**src/rtl/core/led_pkt_pkg.sv**
```systemverilog
`timescale 1ns / 1ps

package led_pkt_pkg;

  // Packet byte limit default and fixed protocol constants
  localparam int          MAX_PACKET_BYTES_DEF = 4090;
  localparam logic [10:0] DEFAULT_LPP          = 11'd200;
  localparam logic [12:0] BYTE_COUNT_MAX       = 13'h1FFF;
  localparam logic [10:0] LED_COUNT_MAX        = 11'h7FF;
  localparam logic [7:0]  TPM2_START_HI        = 8'h9C;
  localparam logic [7:0]  TPM2_START_LO        = 8'hDA;
  localparam logic [7:0]  TPM2_END             = 8'h36;
  localparam logic [3:0]  UPDATE_MASK          = 4'hF;

  // Register indexes on the configuration port
  localparam logic [1:0] REG_MODE      = 2'd0;
  localparam logic [1:0] REG_LPP       = 2'd1;
  localparam logic [1:0] REG_LED_COUNT = 2'd2;

  typedef enum logic [1:0] {
    MODE_RAW  = 2'd0,
    MODE_UPD  = 2'd1,
    MODE_TPM2 = 2'd2,
    MODE_OFF  = 2'd3
  } mode_t;

  // Source of an output byte
  typedef enum logic [1:0] {
    SEL_HDR   = 2'd0,
    SEL_COLOR = 2'd1,
    SEL_TRAIL = 2'd2,
    SEL_BARE  = 2'd3
  } sel_t;

  typedef struct packed {
    logic [7:0] red;
    logic [7:0] green;
    logic [7:0] blue;
  } in_t;

  typedef struct packed {
    logic [7:0] data_byte;
    logic       data_valid;
    logic       packet_end;
    logic       item_end;
  } out_t;

  // What one LED produces
  typedef struct packed {
    logic has_hdr;
    logic hdr_div;
    logic color_go;
    logic has_trl;
    logic has_bare;
    logic pend;
  } plan_t;

  typedef struct packed {
    logic       accept;
    logic       div_start;
    logic       emit;
    sel_t       sel;
    logic [2:0] idx;
    logic       last;
    logic       finish;
  } dp_cmd_t;

  typedef struct packed {
    plan_t pre;
    plan_t cur;
    mode_t mode;
    logic  div_busy;
    logic  out_free;
  } dp_stat_t;

endpackage

```
**src/rtl/core/led_pkt_div.sv**
```systemverilog
`timescale 1ns / 1ps

module led_pkt_div
  import led_pkt_pkg::*;
(
  input  logic        clk,
  input  logic        rst_n,
  input  logic        start,
  input  logic [16:0] dividend,
  input  logic [10:0] divisor,
  output logic        busy,
  output logic [7:0]  quotient
);

  localparam logic [4:0] STEPS = 5'd17;

  logic [4:0]  cnt_r, cnt_nxt;
  logic [10:0] rem_r, rem_nxt;
  logic [10:0] dsr_r, dsr_nxt;
  logic [16:0] quo_r, quo_nxt;
  logic [11:0] rem_sh;
  logic [11:0] rem_sub;
  logic        fits;

  // One restoring step per cycle, quotient bits shift in from the right
  always_comb begin
    rem_sh  = {rem_r, quo_r[16]};
    rem_sub = rem_sh - {1'b0, dsr_r};
    fits    = rem_sh >= {1'b0, dsr_r};
    cnt_nxt = cnt_r;
    rem_nxt = rem_r;
    dsr_nxt = dsr_r;
    quo_nxt = quo_r;
    if (start) begin
      cnt_nxt = STEPS;
      rem_nxt = '0;
      dsr_nxt = divisor;
      quo_nxt = dividend;
    end else if (cnt_r != 5'd0) begin
      cnt_nxt = cnt_r - 5'd1;
      rem_nxt = fits ? rem_sub[10:0] : rem_sh[10:0];
      quo_nxt = {quo_r[15:0], fits};
    end
  end

  always_ff @(posedge clk) begin
    if (!rst_n) begin
      cnt_r <= '0;
    end else begin
      cnt_r <= cnt_nxt;
    end
    rem_r <= rem_nxt;
    dsr_r <= dsr_nxt;
    quo_r <= quo_nxt;
  end

  assign busy     = cnt_r != 5'd0;
  assign quotient = quo_r[7:0];

endmodule

```
**src/rtl/core/led_pkt_dp.sv**
```systemverilog
`timescale 1ns / 1ps

module led_pkt_dp
  import led_pkt_pkg::*;
#(
  parameter int MAX_PACKET_BYTES = MAX_PACKET_BYTES_DEF
) (
  input  logic        clk,
  input  logic        rst_n,
  input  mode_t       mode,
  input  logic [10:0] cfg_lpp,
  input  logic [15:0] cfg_led_count,
  input  in_t         in_data,
  input  dp_cmd_t     cmd,
  output dp_stat_t    stat,
  output logic        out_valid,
  output out_t        out_data,
  input  logic        out_stall
);

  localparam int          FIT_LEDS  = (MAX_PACKET_BYTES - 4) / 3;
  localparam logic [16:0] MAX_BYTES = 17'(MAX_PACKET_BYTES);
  localparam logic [16:0] FIT_MAX   = 17'(FIT_LEDS);

  // Frame and packet state
  logic [3:0]  upd_r;
  logic [15:0] pos_r;
  logic [12:0] bcnt_r;
  logic [10:0] plc_r;
  logic [7:0]  frag_r;
  logic        hdr_pend_r;

  // Item held for the duration of its bytes
  in_t         rgb_r;
  plan_t       cur_r;
  logic        frame_last_r;
  logic [12:0] size_r;
  logic [12:0] bcnt_new_r;
  logic [10:0] plc_new_r;

  logic        out_valid_r;
  out_t        out_data_r;

  logic [16:0] eff;
  logic [10:0] lpp;
  logic [16:0] pos_x;
  logic        frame_last;
  logic        hdr_pre;
  logic [12:0] hdr_len;
  logic [12:0] base_b;
  logic [13:0] bsum;
  logic [12:0] bcnt_new;
  logic [10:0] plc_inc;
  logic        color_go;
  logic        pend;
  plan_t       pre;
  logic [16:0] left;
  logic [16:0] leds_a;
  logic [16:0] leds_b;
  logic [12:0] size_new;
  logic [16:0] div_num;
  logic        div_busy;
  logic [7:0]  total;
  logic [7:0]  hdr_byte;
  logic [7:0]  byte_sel;
  out_t        beat;

  // Effective frame length and fragment size
  always_comb begin
    eff     = (cfg_led_count == 16'd0) ? 17'h10000 : {1'b0, cfg_led_count};
    lpp     = (cfg_lpp == 11'd0) ? DEFAULT_LPP : cfg_lpp;
    pos_x   = {1'b0, pos_r};
    div_num = eff + {6'b0, lpp} - 17'd1;
  end

  // Plan the next LED from the current state
  always_comb begin
    frame_last = (pos_x + 17'd1) >= eff;
    hdr_pre    = hdr_pend_r && (mode != MODE_OFF);
    unique case (mode)
      MODE_UPD:  hdr_len = 13'd4;
      MODE_TPM2: hdr_len = 13'd6;
      default:   hdr_len = 13'd0;
    endcase
    base_b   = hdr_pre ? hdr_len : bcnt_r;
    color_go = (mode != MODE_OFF) && ({4'b0, base_b} < MAX_BYTES);
    bsum     = {1'b0, base_b} + (color_go ? 14'd3 : 14'd0);
    bcnt_new = (bsum > {1'b0, BYTE_COUNT_MAX}) ? BYTE_COUNT_MAX : bsum[12:0];
    if (hdr_pre) begin
      plc_inc = 11'd1;
    end else if (plc_r == LED_COUNT_MAX) begin
      plc_inc = plc_r;
    end else begin
      plc_inc = plc_r + 11'd1;
    end
    pend = (mode != MODE_OFF) &&
           (frame_last || ((mode != MODE_RAW) && (plc_inc >= lpp)));
    pre.has_hdr  = hdr_pre && ((mode == MODE_UPD) || (mode == MODE_TPM2));
    pre.hdr_div  = hdr_pre && (mode == MODE_TPM2);
    pre.color_go = color_go;
    pre.has_trl  = pend && (mode == MODE_TPM2);
    pre.has_bare = pend && !pre.has_hdr && !color_go && !pre.has_trl;
    pre.pend     = pend;
  end

  // tpm2.net payload size: LEDs this packet carries, times three
  always_comb begin
    left     = (eff > pos_x) ? (eff - pos_x) : 17'd1;
    leds_a   = (left > {6'b0, lpp}) ? {6'b0, lpp} : left;
    leds_b   = (leds_a > FIT_MAX) ? FIT_MAX : leds_a;
    size_new = {1'b0, leds_b[10:0], 1'b0} + {2'b0, leds_b[10:0]};
  end

  led_pkt_div u_div (
    .clk      (clk),
    .rst_n    (rst_n),
    .start    (cmd.div_start),
    .dividend (div_num),
    .divisor  (lpp),
    .busy     (div_busy),
    .quotient (total)
  );

  // Latch the item at accept, commit its state at finish
  always_ff @(posedge clk) begin
    if (!rst_n) begin
      upd_r      <= '0;
      pos_r      <= '0;
      bcnt_r     <= '0;
      plc_r      <= '0;
      frag_r     <= '0;
      hdr_pend_r <= 1'b1;
      cur_r      <= '0;
    end else if (cmd.accept) begin
      cur_r <= pre;
      if (pos_r == 16'd0) begin
        upd_r  <= (upd_r + 4'd1) & UPDATE_MASK;
        frag_r <= '0;
      end
    end else if (cmd.finish) begin
      pos_r <= frame_last_r ? 16'd0 : (pos_r + 16'd1);
      if (mode != MODE_OFF) begin
        bcnt_r     <= bcnt_new_r;
        plc_r      <= plc_new_r;
        hdr_pend_r <= cur_r.pend;
        if (cur_r.pend) begin
          frag_r <= frag_r + 8'd1;
        end
      end
    end
  end

  always_ff @(posedge clk) begin
    if (cmd.accept) begin
      rgb_r        <= in_data;
      frame_last_r <= frame_last;
      size_r       <= size_new;
      bcnt_new_r   <= bcnt_new;
      plc_new_r    <= plc_inc;
    end
  end

  // Pick the header byte for the active mode
  always_comb begin
    hdr_byte = '0;
    if (mode == MODE_TPM2) begin
      case (cmd.idx)
        3'd0:    hdr_byte = TPM2_START_HI;
        3'd1:    hdr_byte = TPM2_START_LO;
        3'd2:    hdr_byte = {3'b0, size_r[12:8]};
        3'd3:    hdr_byte = size_r[7:0];
        3'd4:    hdr_byte = frag_r + 8'd1;
        default: hdr_byte = total;
      endcase
    end else begin
      case (cmd.idx)
        3'd0:    hdr_byte = {4'b0, upd_r};
        3'd1:    hdr_byte = frag_r;
        3'd2:    hdr_byte = pos_r[15:8];
        default: hdr_byte = pos_r[7:0];
      endcase
    end
  end

  always_comb begin
    case (cmd.sel)
      SEL_HDR:   byte_sel = hdr_byte;
      SEL_COLOR: begin
        case (cmd.idx)
          3'd0:    byte_sel = rgb_r.red;
          3'd1:    byte_sel = rgb_r.green;
          default: byte_sel = rgb_r.blue;
        endcase
      end
      SEL_TRAIL: byte_sel = TPM2_END;
      default:   byte_sel = '0;
    endcase
    beat.data_byte  = byte_sel;
    beat.data_valid = cmd.sel != SEL_BARE;
    beat.packet_end = cmd.last && cur_r.pend;
    beat.item_end   = cmd.last;
  end

  // Output register: load a beat, drop it once taken
  always_ff @(posedge clk) begin
    if (!rst_n) begin
      out_valid_r <= 1'b0;
    end else if (cmd.emit) begin
      out_valid_r <= 1'b1;
    end else if (!out_stall) begin
      out_valid_r <= 1'b0;
    end
  end

  always_ff @(posedge clk) begin
    if (cmd.emit) begin
      out_data_r <= beat;
    end
  end

  assign out_valid     = out_valid_r;
  assign out_data      = out_data_r;
  assign stat.pre      = pre;
  assign stat.cur      = cur_r;
  assign stat.mode     = mode;
  assign stat.div_busy = div_busy;
  assign stat.out_free = !out_valid_r || !out_stall;

endmodule

```
**src/rtl/core/led_pkt_ctrl.sv**
```systemverilog
`timescale 1ns / 1ps

module led_pkt_ctrl
  import led_pkt_pkg::*;
(
  input  logic     clk,
  input  logic     rst_n,
  input  logic     in_valid,
  output logic     in_ready,
  input  dp_stat_t stat,
  output dp_cmd_t  cmd
);

  typedef enum logic [2:0] {
    S_IDLE,
    S_DIV,
    S_HDR,
    S_COLOR,
    S_TRAIL,
    S_BARE,
    S_SKIP
  } state_t;

  state_t     state_r, state_nxt;
  logic [2:0] idx_r, idx_nxt;
  logic [2:0] hdr_last;

  function automatic state_t first_state(plan_t p);
    state_t s;
    if (p.hdr_div)       s = S_DIV;
    else if (p.has_hdr)  s = S_HDR;
    else if (p.color_go) s = S_COLOR;
    else if (p.has_trl)  s = S_TRAIL;
    else if (p.has_bare) s = S_BARE;
    else                 s = S_SKIP;
    return s;
  endfunction

  function automatic state_t after_hdr(plan_t p);
    state_t s;
    if (p.color_go)     s = S_COLOR;
    else if (p.has_trl) s = S_TRAIL;
    else                s = S_IDLE;
    return s;
  endfunction

  assign hdr_last = (stat.mode == MODE_TPM2) ? 3'd5 : 3'd3;
  assign in_ready = state_r == S_IDLE;

  // Sequence header, color, trailer and bare-end beats
  always_comb begin
    state_nxt = state_r;
    idx_nxt   = idx_r;
    cmd       = '0;
    cmd.sel   = SEL_BARE;
    cmd.idx   = idx_r;
    unique case (state_r)
      S_IDLE: begin
        if (in_valid) begin
          cmd.accept    = 1'b1;
          cmd.div_start = stat.pre.hdr_div;
          state_nxt     = first_state(stat.pre);
          idx_nxt       = '0;
        end
      end
      S_DIV: begin
        if (!stat.div_busy) begin
          state_nxt = S_HDR;
        end
      end
      S_HDR: begin
        if (stat.out_free) begin
          cmd.emit = 1'b1;
          cmd.sel  = SEL_HDR;
          if (idx_r == hdr_last) begin
            state_nxt = after_hdr(stat.cur);
            idx_nxt   = '0;
          end else begin
            idx_nxt = idx_r + 3'd1;
          end
        end
      end
      S_COLOR: begin
        if (stat.out_free) begin
          cmd.emit = 1'b1;
          cmd.sel  = SEL_COLOR;
          if (idx_r == 3'd2) begin
            state_nxt = stat.cur.has_trl ? S_TRAIL : S_IDLE;
            idx_nxt   = '0;
          end else begin
            idx_nxt = idx_r + 3'd1;
          end
        end
      end
      S_TRAIL: begin
        if (stat.out_free) begin
          cmd.emit  = 1'b1;
          cmd.sel   = SEL_TRAIL;
          state_nxt = S_IDLE;
        end
      end
      S_BARE: begin
        if (stat.out_free) begin
          cmd.emit  = 1'b1;
          cmd.sel   = SEL_BARE;
          state_nxt = S_IDLE;
        end
      end
      S_SKIP: begin
        cmd.finish = 1'b1;
        state_nxt  = S_IDLE;
      end
      default: begin
        state_nxt = S_IDLE;
      end
    endcase
    cmd.last   = cmd.emit && (state_nxt == S_IDLE);
    cmd.finish = cmd.finish || cmd.last;
  end

  always_ff @(posedge clk) begin
    if (!rst_n) begin
      state_r <= S_IDLE;
      idx_r   <= '0;
    end else begin
      state_r <= state_nxt;
      idx_r   <= idx_nxt;
    end
  end

`ifndef SYNTHESIS
  a_emit_free: assert property (@(posedge clk) disable iff (!rst_n)
    cmd.emit |-> stat.out_free)
    else $error("beat loaded while output register is held");

  a_div_idle: assert property (@(posedge clk) disable iff (!rst_n)
    cmd.div_start |-> !stat.div_busy)
    else $error("divider restarted while busy");

  a_acc_fin: assert property (@(posedge clk) disable iff (!rst_n)
    !(cmd.accept && cmd.finish))
    else $error("accept and finish in the same cycle");

  a_div_wait: assert property (@(posedge clk) disable iff (!rst_n)
    (state_r == S_DIV && stat.div_busy) |=> state_r == S_DIV)
    else $error("header started before packet total was ready");
`endif

endmodule

```
**src/rtl/core/led_frame_udp_packetizer.sv**
```systemverilog
`timescale 1ns / 1ps

// LED frame packetizer: one RGB color per input beat, one packet byte per
// output beat, with data_valid, packet_end and item_end flags.
// Input channel in_valid/in_stall carries red, green, blue. Output channel
// out_valid/out_stall carries the byte; a packet end with no byte comes out
// with data_valid low. Registers mode, leds_per_packet and led_count sit on
// the APB port at byte addresses 0, 4 and 8; write them only while idle.
// One LED is taken at a time: the block takes an input only when its
// sequencer is idle. A raw LED is an accept and then three color beats.
// A packet header adds 4 beats in update mode and 6 in tpm2.net mode,
// where the sequencer first waits for the packet total from a 17-step
// bit-serial divider; the trailer adds one beat. Outside that wait, an
// LED's first beat passes the sequencer state and output registers.
// Reset loads mode 0, 200 LEDs per packet and a frame of 1 LED, clears all
// counters and marks a header due. A stalled output beat holds in the output
// register; the sequencer waits and, when not idle, stalls the input side.
module led_frame_udp_packetizer
  import led_pkt_pkg::*;
#(
  parameter int MAX_PACKET_BYTES = MAX_PACKET_BYTES_DEF
) (
  input  logic        clk,
  input  logic        rst_n,
  input  logic        in_valid,
  output logic        in_stall,
  input  in_t         in_data,
  output logic        out_valid,
  input  logic        out_stall,
  output out_t        out_data,
  input  logic        cfg_psel,
  input  logic        cfg_penable,
  input  logic        cfg_pwrite,
  input  logic [3:0]  cfg_paddr,
  input  logic [31:0] cfg_pwdata,
  output logic [31:0] cfg_prdata,
  output logic        cfg_pready
);

  mode_t       mode_r;
  logic [10:0] lpp_r;
  logic [15:0] led_count_r;
  logic        cfg_wr;
  logic        in_ready;
  dp_cmd_t     cmd;
  dp_stat_t    stat;

  assign cfg_pready = 1'b1;
  assign cfg_wr     = cfg_psel && cfg_penable && cfg_pwrite && cfg_pready;

  // Configuration registers
  always_ff @(posedge clk) begin
    if (!rst_n) begin
      mode_r      <= MODE_RAW;
      lpp_r       <= DEFAULT_LPP;
      led_count_r <= 16'd1;
    end else if (cfg_wr) begin
      unique case (cfg_paddr[3:2])
        REG_MODE:      mode_r      <= mode_t'(cfg_pwdata[1:0]);
        REG_LPP:       lpp_r       <= cfg_pwdata[10:0];
        REG_LED_COUNT: led_count_r <= cfg_pwdata[15:0];
        default: ;
      endcase
    end
  end

  // Register readback
  always_comb begin
    unique case (cfg_paddr[3:2])
      REG_MODE:      cfg_prdata = {30'b0, mode_r};
      REG_LPP:       cfg_prdata = {21'b0, lpp_r};
      REG_LED_COUNT: cfg_prdata = {16'b0, led_count_r};
      default:       cfg_prdata = '0;
    endcase
  end

  assign in_stall = !in_ready;

  led_pkt_ctrl u_ctrl (
    .clk      (clk),
    .rst_n    (rst_n),
    .in_valid (in_valid),
    .in_ready (in_ready),
    .stat     (stat),
    .cmd      (cmd)
  );

  led_pkt_dp #(
    .MAX_PACKET_BYTES (MAX_PACKET_BYTES)
  ) u_dp (
    .clk           (clk),
    .rst_n         (rst_n),
    .mode          (mode_r),
    .cfg_lpp       (lpp_r),
    .cfg_led_count (led_count_r),
    .in_data       (in_data),
    .cmd           (cmd),
    .stat          (stat),
    .out_valid     (out_valid),
    .out_data      (out_data),
    .out_stall     (out_stall)
  );

endmodule
```
**config.mk**
```make
export PLATFORM = sky130hd
export DESIGN_NAME = led_frame_udp_packetizer
export DESIGN_NICKNAME = d
export VERILOG_FILES = /design/src/rtl/core/led_pkt_pkg.sv /design/src/rtl/core/led_pkt_div.sv /design/src/rtl/core/led_pkt_dp.sv /design/src/rtl/core/led_pkt_ctrl.sv /design/src/rtl/core/led_frame_udp_packetizer.sv
export SDC_FILE = /design/constraint.sdc
export NUM_CORES = 1
export LEC_CHECK = 0
export BUFFER_PORTS_ARGS = -buffer_cell sky130_fd_sc_hd__buf_4
export CORE_MARGIN = 2
export CORE_UTILIZATION = 56
export CTS_CLUSTER_DIAMETER = 150
export DETAILED_ROUTE_END_ITERATION = 10
export GPL_ROUTABILITY_DRIVEN = 0
export PLACE_DENSITY_LB_ADDON = 0.25
export SYNTH_ARGS = -nofsm -noshare
export SYNTH_HDL_FRONTEND = slang
export SYNTH_SLANG_ARGS = --single-unit
```
**constraint.sdc**
```tcl
create_clock -name clk -period 7.9 [get_ports clk]
set_clock_uncertainty 0.15 [all_clocks]
set_input_delay 1.58 -clock clk [delete_from_list [all_inputs] [get_ports clk]]
set_output_delay 1.58 -clock clk [all_outputs]
set_load 0.01 [all_outputs]
```
### After elaboration in Yosys (flattened, before gate mapping)

Index checks and enable logic that the tools add are counted.

| word-level totals | value |
|---|---|
| output and inout bits | 46 |
| word-level logic and storage cells | 187 |
| input bits | 67 |
| bits in registers | 209 |

| cells by class | value |
|---|---|
| reduce and logical (&&, ||, !) cells | 49 |
| order comparisons | 8 |
| mux-type cells | 59 |
| equality and inequality tests | 25 |
| bitwise logic cells | 2 |
| add/sub/neg operators | 13 |

Operators by type and width:

| operator | count |
|---|---|
| $mux W17 | 5 |
| $mux W3 | 22 |
| $mux W11 | 5 |
| $mux W8 | 6 |
| $pmux W16 S3 | 1 |
| $pmux W8 S3 | 2 |
| $pmux W8 S5 | 1 |
| $logic_not A16 Y1 | 2 |
| $add A16 B1 Y17 const B | 1 |
| $add A17 B11 Y17 | 1 |
| $ge A17 B17 Y1 | 1 |
| $gt A17 B11 Y1 | 1 |
| $gt A17 B11 Y1 const B | 1 |
| $gt A17 B16 Y1 | 1 |
| $sub A17 B1 Y17 const B | 1 |
| $sub A17 B16 Y17 | 1 |
| $add A16 B1 Y16 const B | 1 |
| $mux W16 | 1 |
| $pmux W8 S2 | 1 |
| $pmux W3 S5 | 1 |
| $add A13 B14 Y14 | 1 |
| $gt A14 B13 Y1 const B | 1 |
| $logic_and A1 B1 Y1 | 14 |
| $add A12 B11 Y13 | 1 |
| 38 further kinds | 83 |

### Depth between registers and ports, before layout

Gate-level depths: netlist of run 1.

| logic depth | value |
|---|---|
| depth in word-level cells | 22 |
| gate-level depth with buffers | 37 |
| gate-level depth less buffers | 35 |

### By module

Synthesis of run 1 repeated with hierarchy kept, for this count alone.

| second synthesis, totals | value |
|---|---|
| cell total of the unflattened synthesis | 1754 |
| area total of the unflattened synthesis | 15393.5 µm² |

Modules (own cells, without submodules):

| module | instances | cells each | area each (µm²) | sequential area each (µm²) |
|---|---|---|---|---|
| led_pkt_dp | 1 | 1295 | 10876.7 | 3393.3 |
| led_pkt_div | 1 | 218 | 2503.7 | 1161.1 |
| led_frame_udp_packetizer | 1 | 165 | 1453.9 | 580.6 |
| led_pkt_ctrl | 1 | 76 | 559.3 | 120.1 |

### Least setup slack after synthesis of run 1

OpenSTA, ideal clock, no wires.

| path | value |
|---|---|
| path kind | register -> register |
| start | reg led_count_r[15] |
| end | reg u_dp.size_r[11] (data pin) |
| setup slack | -0.060 ns |
| data required time | 7.487 ns |
| setup time | 0.263 ns |
| data arrival time | 7.547 ns |
| cell stages (with the launch flop) | 38 |
| path buffers | 2 |
| clock period less this slack | 7.960 ns |
| path through | dfxtp_1 inv_1 ha_1 nor4b_1 nand4_1 nand2_1 inv_1 ha_1 clkbuf_1 a21oi_1 o21ai_0 o21bai_1 a211oi_2 clkbuf_1 nor2_1 ha_1 nor2b_1 o21a_1 [2 not listed] o21ai_0 and3_1 nand2_2 mux2i_4 nand3_2 a2111oi_2 a21oi_4 a211o_1 ha_1 fa_1 a21o_1 a21oi_1 inv_1 or3_1 o221ai_1 a211oi_2 nor3_1 nor3b_2 |

| between the ends | value |
|---|---|
| word-level cells in the longest chain between the ends | 9 |
| elaborated cells between the ends (all ways) | 10 |
| classes of those cells | 2 x add/sub; 3 x order compare; 4 x mux; 1 x reduce/logical |

Ends and longest elaborated chain:

| item | line | source |
|---|---|---|
| start, declared | led_frame_udp_packetizer.sv:42 | `logic [15:0] led_count_r;` |
| start signal, assigned | led_frame_udp_packetizer.sv:61 | `REG_LED_COUNT: led_count_r <= cfg_pwdata[15:0];` |
| $logic_not A16 Y1 | led_pkt_dp.sv:70 | `eff = (cfg_led_count == 16'd0) ? 17'h10000 : {1'b0, cfg_led_count};` |
| $mux W17 (*) | led_pkt_dp.sv:70 |  |
| $sub A17 B16 Y17 or $gt A17 B16 Y1 (tied branches) | led_pkt_dp.sv:108 | `left = (eff > pos_x) ? (eff - pos_x) : 17'd1;` |
| $mux W17 (*) | led_pkt_dp.sv:108 |  |
| $gt A17 B11 Y1 | led_pkt_dp.sv:109 | `leds_a = (left > {6'b0, lpp}) ? {6'b0, lpp} : left;` |
| $mux W17 (*) | led_pkt_dp.sv:109 |  |
| $gt A17 B11 Y1 | led_pkt_dp.sv:110 | `leds_b = (leds_a > FIT_MAX) ? FIT_MAX : leds_a;` |
| $mux W11 (*) | led_pkt_dp.sv:110 |  |
| $add A12 B11 Y13 (*) | led_pkt_dp.sv:111 | `size_new = {1'b0, leds_b[10:0], 1'b0} + {2'b0, leds_b[10:0]};` |
| net u_dp.size_new[11] | led_pkt_dp.sv:60 | `logic [12:0] size_new;` |
| end signal, assigned | led_pkt_dp.sv:157 | `size_r <= size_new;` |
| end, declared | led_pkt_dp.sv:37 | `logic [12:0] size_r;` |

Mark *: on every way through the listed nets, which the timed path passes. The rest lies on a longest branch.
A chain may end at the register's enable or synchronous reset.

### Worst setup path in the final report of run 1

| path | value |
|---|---|
| start | reg led_count_r[0] |
| end | reg u_dp.size_r[9] (data pin) |

| between the ends | value |
|---|---|
| word-level cells in the longest chain between the ends | 9 |
| elaborated cells between the ends (all ways) | 10 |
| classes of those cells | 2 x add/sub; 3 x order compare; 4 x mux; 1 x reduce/logical |

Ends and longest elaborated chain:

| item | line | source |
|---|---|---|
| $logic_not A16 Y1 | led_pkt_dp.sv:70 |  |
| $mux W17 (*) | led_pkt_dp.sv:70 |  |
| $sub A17 B16 Y17 or $gt A17 B16 Y1 (tied branches) | led_pkt_dp.sv:108 |  |
| $mux W17 (*) | led_pkt_dp.sv:108 |  |
| $gt A17 B11 Y1 | led_pkt_dp.sv:109 |  |
| $mux W17 (*) | led_pkt_dp.sv:109 |  |
| $gt A17 B11 Y1 | led_pkt_dp.sv:110 |  |
| $mux W11 (*) | led_pkt_dp.sv:110 |  |
| net u_dp.leds_b[0] | led_pkt_dp.sv:59 | `logic [16:0] leds_b;` |
| $add A12 B11 Y13 (*) | led_pkt_dp.sv:111 |  |
| net u_dp.size_new[9] | led_pkt_dp.sv:60 |  |

Marked as above.

==> impl_metrics.env, run 1 <==
export IMPL_syn_cell_area_sq_um=14180
export IMPL_reg2reg_path_depth=34
export IMPL_slew_violations=0
export IMPL_holdPathEnd="u_dp.bcnt_r[0]$_SDFFE_PN0P_"
export IMPL_path_buf_inv=5
export IMPL_timing_hold_worst_start="u_dp.bcnt_r[0]$_SDFFE_PN0P_"
export IMPL_drive_above_1_share=0.1314
export IMPL_detail_route_vias_per_cell=5.886
export IMPL_layout_nets=1908
export IMPL_drc=0
export IMPL_post_dp_hpwl_microns=26330
export IMPL_p_leak_nw=6.616
export IMPL_critPathTopFamily="compound AO/OA/AOI/OAI gates"
export IMPL_die_h_microns=163.2
export IMPL_crit_fanout=8
export IMPL_max_freq_mhz=131.0
export IMPL_rrSetupSlack_ps=270
export IMPL_synth_adder_area_share=0.1127
export IMPL_cp_data_arrival_time_ps=7740
export IMPL_floorplan_die_area_sq_um=26620
export IMPL_cts_root_buffer="clkbuf_16"
export IMPL_worst_r2r_startpoint="led_count_r[0]$_SDFFE_PN1P_"
export IMPL_post_synth_and_or_nand_nor_area_fraction=0.1982
export IMPL_min_path_cells=2
export IMPL_worstSetupEndpointType="flop"
export IMPL_initial_core_util=0.5666
export IMPL_clk_latency_ps=520
export IMPL_antennaDiodeCount=0
export IMPL_io_buffers=77
export IMPL_synthArstFlopShare=0
export IMPL_first_global_vias=11410
export IMPL_route_detailed_wl_per_inst_microns=17.50
export IMPL_run_status="finished, final reports clean"
export IMPL_grt_total_usage=0.2659
export IMPL_htree_num_levels=1
export IMPL_ratio_of_total_power_to_cell_area_nw_per_um2=265.8
export IMPL_synth_main_ff_cell="dfxtp_1"
export IMPL_nFillCells=2094
export IMPL_worst_slew_margin_rel=0.1713
export IMPL_fp_row_count=58
export IMPL_post_route_util=0.6433
export IMPL_worstReg2RegEnd="u_dp.size_r[9]$_DFFE_PP_"
export IMPL_cts_max_path_buffers=3
export IMPL_timing_critical_path_depth=34
export IMPL_routed_wl_microns=36140
export IMPL_top_level_ports=113
export IMPL_slowest_cell_on_crit_path="dfxtp_1"
export IMPL_cts_hold_buf=0
export IMPL_synth_edff_count=101
export IMPL_seqCellArea_sq_um=5196
export IMPL_fin_cells=2065
export IMPL_post_synth_cell_types=90
export IMPL_area_growth_from_synthesis_to_layout_pct=13.54
export IMPL_pin_count_of_the_biggest_net_entering_global_routing=100
export IMPL_vias=12160
export IMPL_route_antenna_remaining_nets=0
export IMPL_timing_max_cap_violations=0
export IMPL_yosys_mux_area_fraction=0.01182
export IMPL_fin_crit_sh=0.9664
export IMPL_dpl_cell_count=2013
export IMPL_grt_overflow=0
export IMPL_finalCriticalPeriod_ps=7634
export IMPL_hold_class="flop to flop"
export IMPL_syn_area_per_cell_sq_um=8.576
export IMPL_detail_route_first_pass_iterations=8
export IMPL_crit_required_ps=8010
export IMPL_multi_input_area_sq_um=8279
export IMPL_cp_start_kind="flop"
export IMPL_peak_per_stage_delay_on_the_critical_path_ps=460
export IMPL_syn_instance_count=1654
export IMPL_setup_violations=0
export IMPL_die_w_microns=163.2
export IMPL_tritoncts_clock_tree="built"
export IMPL_grt_pass1_wl_microns=57210
export IMPL_synth_xor_area_frac=0.04384
export IMPL_drt_iter0_drc=1023
export IMPL_hold_viol=0
export IMPL_timing_worst_setup_path_type="flop to flop"
export IMPL_max_slew_worst_pin_slew_ps=1241
export IMPL_mostFrequentLayoutCell="nand2_1"
export IMPL_clock_buffer_count_from_cts=24
export IMPL_yosysWarningCount=0
export IMPL_ys_ff_latch=209
export IMPL_largest_family_of_logic_cells_by_synthesized_area="compound AO/OA/AOI/OAI gates"
export IMPL_core_area_sq_um=25040
export IMPL_clock_sink_count=209
export IMPL_clk_transition_reported_paths_ps=60
export IMPL_final_cell_mix="nand2_1 (230), buf_4 (125), ha_1 (117), inv_1 (115), nor2_1 (109)"
export IMPL_yosysSeqAreaShare=0.3662
export IMPL_synth_compound_gate_area_share=0.2015
export IMPL_worst_ir_drop_vdd_uv=243.9
export IMPL_antenna_found_initial=0
## worst min-delay path, cell delays in order (launching register included)
cell and delay, ps:
dfxtp_1 310, nand2_1 50, a21boi_0 60
## area by class of cell
class,instances,area share
Sequential cell,209,0.3226
Inverter,117,0.02742
Tap cell,330,0.02564
Timing Repair Buffer,129,0.06168
Clock inverter,9,0.006837
Clock buffer,35,0.04172
Multi-Input combinational cell,1236,0.5141
## metrics by stage
stage	area [sq um]	hold WS [ps]	worst slack [ps]	TNS, ps	power (mW)
finish	16110	319.5	265.6	0	4.281
CTS	15890	316.9	14.45	0	4.265
global route	16110	353.8	-105.7	-177.6	4.556
floorplan	14240	288.8	16.55	0	2.713
detailed placement	15110	307.7	36.27	0	3.160
global placement	15110	303.8	194.9	0	3.115
## registers in the layout, indices dropped and copies added, names as in the netlist, 13 cells and up
name and cells:
u_dp.pos_r 16, u_dp.u_div.quo_r 17, u_dp.bcnt_r 13, led_count_r 16, u_dp.rgb_r 24, u_dp.size_r 13, u_dp.bcnt_new_r 13
## repair_timing
item | in CTS | in global routing
setup endpoints to repair | 0 | 7
setup buffers | 0 | 8
gates resized for setup | 0 | 34
## cells by family (layout without fill, tap and decap cells)
kind of cell / Yosys count / after routing
AND/OR/NAND/NOR: 590 / 590
AO/OA/AOI/OAI: 418 / 418
buffers and inverters: 224 / 290
flip-flops: 209 / 209
adder cells (fa/ha/maj): 125 / 125
XOR/XNOR: 71 / 71
multiplexers: 15 / 15
other: 2 / 17
## per-layer routing
| metal | share of wire | track usage | vias to the layer above |
|---|---|---|---|
| met2 | 0.47 | 0.4522 | 409 |
| met4 | 0.036 | 0.08528 | 0 |
| li1 | - | - | 5932 |
| met1 | 0.44 | 0.3521 | 5734 |
| met3 | 0.060 | 0.03327 | 80 |
| met5 | 0 | 0 | - |
## synth_stat cells (19+ instances only)
library cell	instances	area (sq um)
clkbuf_1	83	311.6
and3_1	19	118.9
nand3_1	43	215.2
dfxtp_1	108	2162
edfxtp_1	101	3033
nand2b_1	23	143.9
o21ai_0	94	470.5
a211oi_1	24	180.2
a21oi_1	76	380.4
xnor2_1	46	402.9
and2_1	30	187.7
xor2_1	25	219.0
nor2_1	111	416.7
nand2_1	233	874.6
a21boi_0	66	495.5
ha_1	119	1489
a21o_1	20	150.1
nor3_1	33	165.2
nor2b_1	28	175.2
inv_1	116	435.4
## power by group
group	switching [mW]	total (mW)	internal (mW)	leakage [nW]
Clock	0.438	1.09	0.657	0.378
Sequential	0.175	1.65	1.47	1.83
Combinational	0.940	1.54	0.600	4.41
## worst max-delay path by stage
stage	start	slack, ps	endpoint
5_1_grt	led_count_r[13]$_SDFFE_PN0P_	-110	u_dp.size_r[11]$_DFFE_PP_
4_1_cts	led_count_r[0]$_SDFFE_PN1P_	10	u_dp.size_r[11]$_DFFE_PP_
2_1_floorplan	led_count_r[15]$_SDFFE_PN0P_	20	u_dp.size_r[11]$_DFFE_PP_
3_3_place_gp	led_count_r[1]$_SDFFE_PN0P_	190	u_dp.size_r[11]$_DFFE_PP_
6_report	led_count_r[0]$_SDFFE_PN1P_	270	u_dp.size_r[9]$_DFFE_PP_
3_5_place_dp	led_count_r[0]$_SDFFE_PN1P_	40	u_dp.size_r[11]$_DFFE_PP_
No activity file was read; power rests on OpenSTA's default activity.
==> inputs of run 2 (changes only) <==
--- a/config.mk
+++ b/config.mk
@@ -11,6 +11,7 @@
 export CTS_CLUSTER_DIAMETER = 150
 export DETAILED_ROUTE_END_ITERATION = 10
 export GPL_ROUTABILITY_DRIVEN = 0
+export MAX_ROUTING_LAYER = met4
 export PLACE_DENSITY_LB_ADDON = 0.25
 export SYNTH_ARGS = -nofsm -noshare
 export SYNTH_HDL_FRONTEND = slang
==> run 2 against run 1 <==
Sequential share of layout area hardly changed. Clock-buffer cell count stayed put. Flip-flop and latch count stayed put. Sequential power hardly changed. First-iteration DRC count is 2.8% higher. Worst setup slack worse by 16 ps. Non-clock buffer count is 1 lower. Power hardly changed. Worst hold slack hardly changed. Final area hardly changed. Critical path type unchanged.
==> impl_metrics.env, run 2 (synthesized netlist as in run 1, its figures left out) <==
export IMPL_run_status="finished, final reports clean"
export IMPL_registers_top_by_ff_count="u_dp.rgb_r"
export IMPL_p_sw_frac=0.3633
export IMPL_clock_buffer_count_from_cts=24
export IMPL_p_int_mw=2.727
export IMPL_placement_setup_worst_slack_ps=36.27
export IMPL_die_w_microns=163.2
export IMPL_power_sequential_fraction=0.384
export IMPL_worstReg2RegEnd="u_dp.size_r[9]$_DFFE_PP_"
export IMPL_routed_wl_microns=36200
export IMPL_detail_route_first_pass_iterations=5
export IMPL_final_cell_mix="nand2_1 (230), buf_4 (124), ha_1 (117), inv_1 (115), nor2_1 (109)"
export IMPL_crit_fanout=4
export IMPL_antennaDiodeCount=0
export IMPL_top_level_ports=113
export IMPL_die_h_microns=163.2
export IMPL_reg2reg_path_depth=33
export IMPL_clk_transition_reported_paths_ps=60
export IMPL_fin_crit_sh=0.9684
export IMPL_placed_area_sq_um=15110
export IMPL_cts_root_buffer="clkbuf_16"
export IMPL_rrSetupSlack_ps=250
export IMPL_core_area_sq_um=25040
export IMPL_cp_data_arrival_time_ps=7760
export IMPL_antenna_found_initial=0
export IMPL_crit_required_ps=8000
export IMPL_crit_end="u_dp.size_r[9]$_DFFE_PP_"
export IMPL_hold_viol=0
export IMPL_fin_worst_hold_slack_ps=319.2
export IMPL_initial_core_util=0.5666
export IMPL_clock_power_share=0.256
export IMPL_tritoncts_clock_tree="built"
export IMPL_fin_ws_ps=249.8
export IMPL_route_antenna_remaining_nets=0
export IMPL_floorplan_die_area_sq_um=26620
export IMPL_grt_overflow=0
export IMPL_clk_latency_ps=520
export IMPL_timing_worst_setup_path_type="flop to flop"
export IMPL_mostFrequentLayoutCell="nand2_1"
export IMPL_comb_power_share=0.360
export IMPL_route_layer_met1_wl_microns=15730
export IMPL_worst_ir_drop_vdd_uv=245.8
export IMPL_layout_nets=1907
export IMPL_max_freq_mhz=130.7
export IMPL_p_leak_nw=6.611
export IMPL_finalCriticalPeriod_ps=7650
export IMPL_hold_class="flop to flop"
export IMPL_drc=0
export IMPL_cp_start_kind="flop"
export IMPL_grt_pass1_wl_microns=57170
export IMPL_htree_num_levels=1
export IMPL_timing_max_cap_violations=0
export IMPL_ratio_of_total_power_to_cell_area_nw_per_um2=265.9
export IMPL_power_switching_mw=1.555
export IMPL_pin_count_of_the_biggest_net_entering_global_routing=100
export IMPL_worst_setup_path_startpoint="led_count_r[0]$_SDFFE_PN1P_"
export IMPL_first_global_vias=11410
export IMPL_detail_route_vias_per_cell=5.888
export IMPL_timing_critical_path_mode_cell="ha_1"
export IMPL_top_layer="met4"
export IMPL_post_dp_hpwl_microns=26330
export IMPL_cts_hold_buf=0
export IMPL_clock_sink_count=209
export IMPL_vias=12150
export IMPL_worstSetupEndpointType="flop"
export IMPL_largest_register_ffs=24
export IMPL_grt_total_usage=0.2736
export IMPL_slew_violations=0
export IMPL_slowest_cell_on_crit_path="dfxtp_1"
export IMPL_worst_slew_margin_rel=0.1846
export IMPL_wl_met2_microns=16940
export IMPL_area_growth_from_synthesis_to_layout_pct=13.55
export IMPL_fp_row_count=58
export IMPL_setup_violations=0
export IMPL_met3WireLength_microns=2292
export IMPL_max_slew_worst_pin_slew_ps=1221
export IMPL_peak_per_stage_delay_on_the_critical_path_ps=460
export IMPL_largest_regs="u_dp.rgb_r (24), u_dp.u_div.quo_r (17)"
export IMPL_io_buffers=77
export IMPL_worst_r2r_startpoint="led_count_r[0]$_SDFFE_PN1P_"
export IMPL_final_design_area_no_fill_sq_um=16110
export IMPL_drive_above_1_share=0.1309
export IMPL_route_detailed_wl_per_inst_microns=17.54
export IMPL_drt_iter0_drc=1052
export IMPL_cts_max_path_buffers=3
run 2: cell count changes in the layout (fill, tap and decap cells not counted), sizes merged:
cell,change
buf,-1
run 2: repair_timing:
action | 4_1_cts | 5_1_grt
setup buffers | 0 | 7
setup endpoints to repair | 0 | 7
resized for setup | 0 | 35
run 2: worst min path at each step:
stage                                                start                                to  slack, ps  cells after the start
final                          u_dp.bcnt_r[0]$_SDFFE_PN0P_       u_dp.bcnt_r[0]$_SDFFE_PN0P_        320                      2
after CTS                      u_dp.bcnt_r[0]$_SDFFE_PN0P_       u_dp.bcnt_r[0]$_SDFFE_PN0P_        320                      2
after global routing      u_dp.u_div.rem_r[1]$_SDFFE_PP0N_  u_dp.u_div.rem_r[1]$_SDFFE_PP0N_        350                      2
after floorplan                u_dp.bcnt_r[0]$_SDFFE_PN0P_       u_dp.bcnt_r[0]$_SDFFE_PN0P_        290                      2
after detailed placement       u_dp.bcnt_r[0]$_SDFFE_PN0P_       u_dp.bcnt_r[0]$_SDFFE_PN0P_        310                      2
after global placement         u_dp.bcnt_r[0]$_SDFFE_PN0P_       u_dp.bcnt_r[0]$_SDFFE_PN0P_        300                      2
run 2: critical path: cells and delay by family (launching register included):
family	cells	cell delay [ps]
fa+ha+maj	5	1610
compound gates	17	3220
buf+inv	4	620
simple gates	7	1330
flops	1	460
run 2: layout make-up:
class	instances	area, sq um
timing repair buffer	128	985.9
fill	2091	8930
clock inverter	9	110.1
inverter	117	441.7
sequential	209	5196
clock buffer	35	671.9
tap	330	412.9
multi-input combinational	1236	8288
run 2: routing by layer:
layer,GRT usage,vias up
li1,-,5932
met1,0.3511,5746
met2,0.4524,398
met3,0.03352,76
met4,0.08568,0
met5,-,-
run 2: power groups by stage:
stage	logic [mW]	clock network, mW	registers (mW)
floorplan	1.11	0	1.61
global placement	1.46	0	1.66
detailed placement	1.50	0	1.66
CTS	1.50	1.12	1.64
global route	1.72	1.16	1.67
finish	1.54	1.10	1.65
run 2: metrics by stage:
step           instances  total power, mW  utilization  TNS [ps]
2_1_floorplan       1669            2.713            -         0
3_3_place_gp        2013            3.115       0.6035         0
3_5_place_dp        2013            3.160       0.6035         0
4_1_cts             2057            4.265       0.6347         0
5_1_grt             2064            4.554       0.6433    -169.5
6_report            2064            4.282       0.6433         0
==> inputs of run 3 (changes only) <==
--- a/config.mk
+++ b/config.mk
@@ -6,8 +6,9 @@
 export NUM_CORES = 1
 export LEC_CHECK = 0
 export BUFFER_PORTS_ARGS = -buffer_cell sky130_fd_sc_hd__buf_4
-export CORE_MARGIN = 2
-export CORE_UTILIZATION = 56
+export CORE_MARGIN = 10
+export CORE_UTILIZATION = 57
+export CTS_BUF_LIST = sky130_fd_sc_hd__clkbuf_4 sky130_fd_sc_hd__clkbuf_8
 export CTS_CLUSTER_DIAMETER = 150
 export DETAILED_ROUTE_END_ITERATION = 10
 export GPL_ROUTABILITY_DRIVEN = 0
==> run 3 against run 2 <==
Flip-flop and latch count is the same. Cell count increased by 0.82%. Combinational power is essentially flat. Worst setup slack improved by 150 ps. Via count grew 1.3%. Clock power increased by 7%. Sequential power barely moved. Routed wire length increased by 4.6%. Utilization rose by 1.7 points. Die area up 19%.
==> impl_metrics.env, run 3 (synthesized netlist as in run 1, its figures left out) <==
export IMPL_crit_fanout=4
export IMPL_routed_wl_microns=37870
export IMPL_first_global_vias=12130
export IMPL_timing_hold_worst_start="u_dp.bcnt_r[0]$_SDFFE_PN0P_"
export IMPL_antennaDiodeCount=0
export IMPL_use_met2=0.3911
export IMPL_setup_violations=0
export IMPL_clock_buffer_count_from_cts=36
export IMPL_crit_required_ps=8060
export IMPL_detail_route_first_pass_iterations=5
export IMPL_unrepaired_setup_endpoints_after_global_routing="no"
export IMPL_grt_pass1_wl_microns=61220
export IMPL_worst_ir_drop_vdd_uv=135.4
export IMPL_htree_num_levels=2
export IMPL_io_buffers=77
export IMPL_worstSetupEndpointType="flop"
export IMPL_detail_route_vias_per_cell=5.916
export IMPL_min_path_cells=2
export IMPL_top_level_ports=113
export IMPL_vias=12310
export IMPL_cp_data_arrival_time_ps=7660
export IMPL_cts_hold_buf=0
export IMPL_slowest_cell_on_crit_path="dfxtp_1"
export IMPL_area_growth_from_synthesis_to_layout_pct=13.50
export IMPL_core_area_sq_um=24390
export IMPL_post_route_util=0.6601
export IMPL_fin_crit_sh=0.9492
export IMPL_cts_max_path_buffers=3
export IMPL_hold_class="flop to flop"
export IMPL_setup_tns_ps=0
export IMPL_registers_top_by_ff_count="u_dp.rgb_r"
export IMPL_layout_nets=1920
export IMPL_worst_slew_margin_rel=0.1791
export IMPL_globalRouteMet3Util=0.03549
export IMPL_cp_start_kind="flop"
export IMPL_die_w_microns=177.8
export IMPL_drive_above_1_share=0.1411
export IMPL_worstReg2RegEnd="u_dp.size_r[10]$_DFFE_PP_"
export IMPL_clk_latency_ps=560
export IMPL_reg2reg_path_depth=33
export IMPL_largest_register_ffs=24
export IMPL_grt_overflow=0
export IMPL_route_detailed_wl_per_inst_microns=18.20
export IMPL_holdPathEnd="u_dp.bcnt_r[0]$_SDFFE_PN0P_"
export IMPL_timing_max_cap_violations=0
export IMPL_run_status="finished, final reports clean"
export IMPL_mostFrequentLayoutCell="nand2_1"
export IMPL_max_slew_worst_pin_slew_ps=1229
export IMPL_pin_count_of_the_biggest_net_entering_global_routing=100
export IMPL_route_antenna_remaining_nets=0
export IMPL_max_freq_mhz=133.4
export IMPL_antenna_found_initial=0
export IMPL_drt_iter0_drc=1052
export IMPL_cts_root_buffer="clkbuf_8"
export IMPL_die_h_microns=177.8
export IMPL_floorplan_die_area_sq_um=31600
export IMPL_timing_worst_setup_path_type="flop to flop"
export IMPL_p_leak_nw=6.693
export IMPL_post_dp_hpwl_microns=27530
export IMPL_fp_row_count=57
export IMPL_clk_transition_reported_paths_ps=60
export IMPL_timing_critical_path_mode_cell="ha_1"
export IMPL_initial_core_util=0.5816
export IMPL_peak_per_stage_delay_on_the_critical_path_ps=460
export IMPL_clock_sink_count=209
export IMPL_grt_busiest_layer="met2"
export IMPL_drc=0
export IMPL_slew_violations=0
export IMPL_grt_total_usage=0.2425
export IMPL_finalCriticalPeriod_ps=7498
export IMPL_final_cell_mix="nand2_1 (233), buf_4 (127), ha_1 (119), inv_1 (115), nor2_1 (110)"
export IMPL_tritoncts_clock_tree="built"
export IMPL_ratio_of_total_power_to_cell_area_nw_per_um2=271.6
export IMPL_largest_regs="u_dp.rgb_r (24), u_dp.u_div.quo_r (17)"
export IMPL_worst_r2r_startpoint="led_count_r[0]$_SDFFE_PN1P_"
export IMPL_hold_viol=0
export IMPL_rrSetupSlack_ps=400
export IMPL_gr_usage_met1=0.2996
-- run 3: cell types whose count changed in the layout (fill, tap and decap cells not counted), sizes merged --
| cell | change |
|---|---|
| buf | +3 |
| clkbuf | +17 |
| clkinv | +1 |
| clkinvlp | -1 |
| bufinv | +3 |
-- run 3: what timing repair did --
| action | in CTS | in global routing |
|---|---|---|
| resized for setup | 1 | 17 |
| endpoints found under the setup margin | 2 | 7 |
| pin swaps | 1 | 4 |
| setup buffers | 1 | 3 |
| gates cloned | 0 | 1 |
-- run 3: worst max path at each step --
stage | from | end | slack, ps | cells after the start
after CTS | led_count_r[0]$_SDFFE_PN1P_ | u_dp.size_r[10]$_DFFE_PP_ | 50 | 32
after detailed placement | led_count_r[0]$_SDFFE_PN1P_ | u_dp.size_r[10]$_DFFE_PP_ | 10 | 32
after global placement | led_count_r[0]$_SDFFE_PN1P_ | u_dp.size_r[11]$_DFFE_PP_ | 170 | 32
final | led_count_r[0]$_SDFFE_PN1P_ | u_dp.size_r[10]$_DFFE_PP_ | 400 | 33
after floorplan | led_count_r[15]$_SDFFE_PN0P_ | u_dp.size_r[11]$_DFFE_PP_ | 20 | 37
after global routing | led_count_r[13]$_SDFFE_PN0P_ | u_dp.size_r[11]$_DFFE_PP_ | 30 | 36
-- run 3: through the flow --
stage	cell area, sq um	power (mW)	std cells	setup WS, ps	hold WS (ps)
floorplan	14240	2.713	1669	16.55	288.8
global placement	15110	3.109	2010	170.9	304.3
detailed placement	15110	3.162	2010	11.94	321.8
CTS	16000	4.353	2077	48.23	331.4
global route	16100	4.647	2081	33.15	352.7
finish	16100	4.373	2081	401.7	326.6
-- run 3: area by class of cell --
| type | instances | area (sq um) |
|---|---|---|
| fillers | 1997 | 8290 |
| multi-input cells | 1236 | 8219 |
| flip-flops and latches | 209 | 5195 |
| repair buffers | 129 | 969.7 |
| clock buffers | 54 | 680.7 |
| inverters | 117 | 441.7 |
| well taps | 324 | 405.4 |
| clock inverters | 12 | 188.9 |
-- run 3: critical path: cells and delay by family, from the launching register on --
family | cells | cell delay, ps
AO/OA/AOI/OAI | 18 | 3440
adder cells (fa/ha/maj) | 4 | 1210
AND/OR/NAND/NOR | 7 | 1400
flip-flops | 1 | 460
buffers and inverters | 4 | 590
-- run 3: routing by layer --
metal / vias to the layer above / routed length, microns
met4: 0 / 1458
met1: 5797 / 16350
met2: 448 / 17760
li1: 5951 / -
met3: 116 / 2306
met5: - / 0
-- run 3: where the power goes --
group	leakage (nW)	internal, mW	switching, mW
sequential	1.83	1.47	0.180
combinational	4.40	0.593	0.952
clock	0.461	0.719	0.459
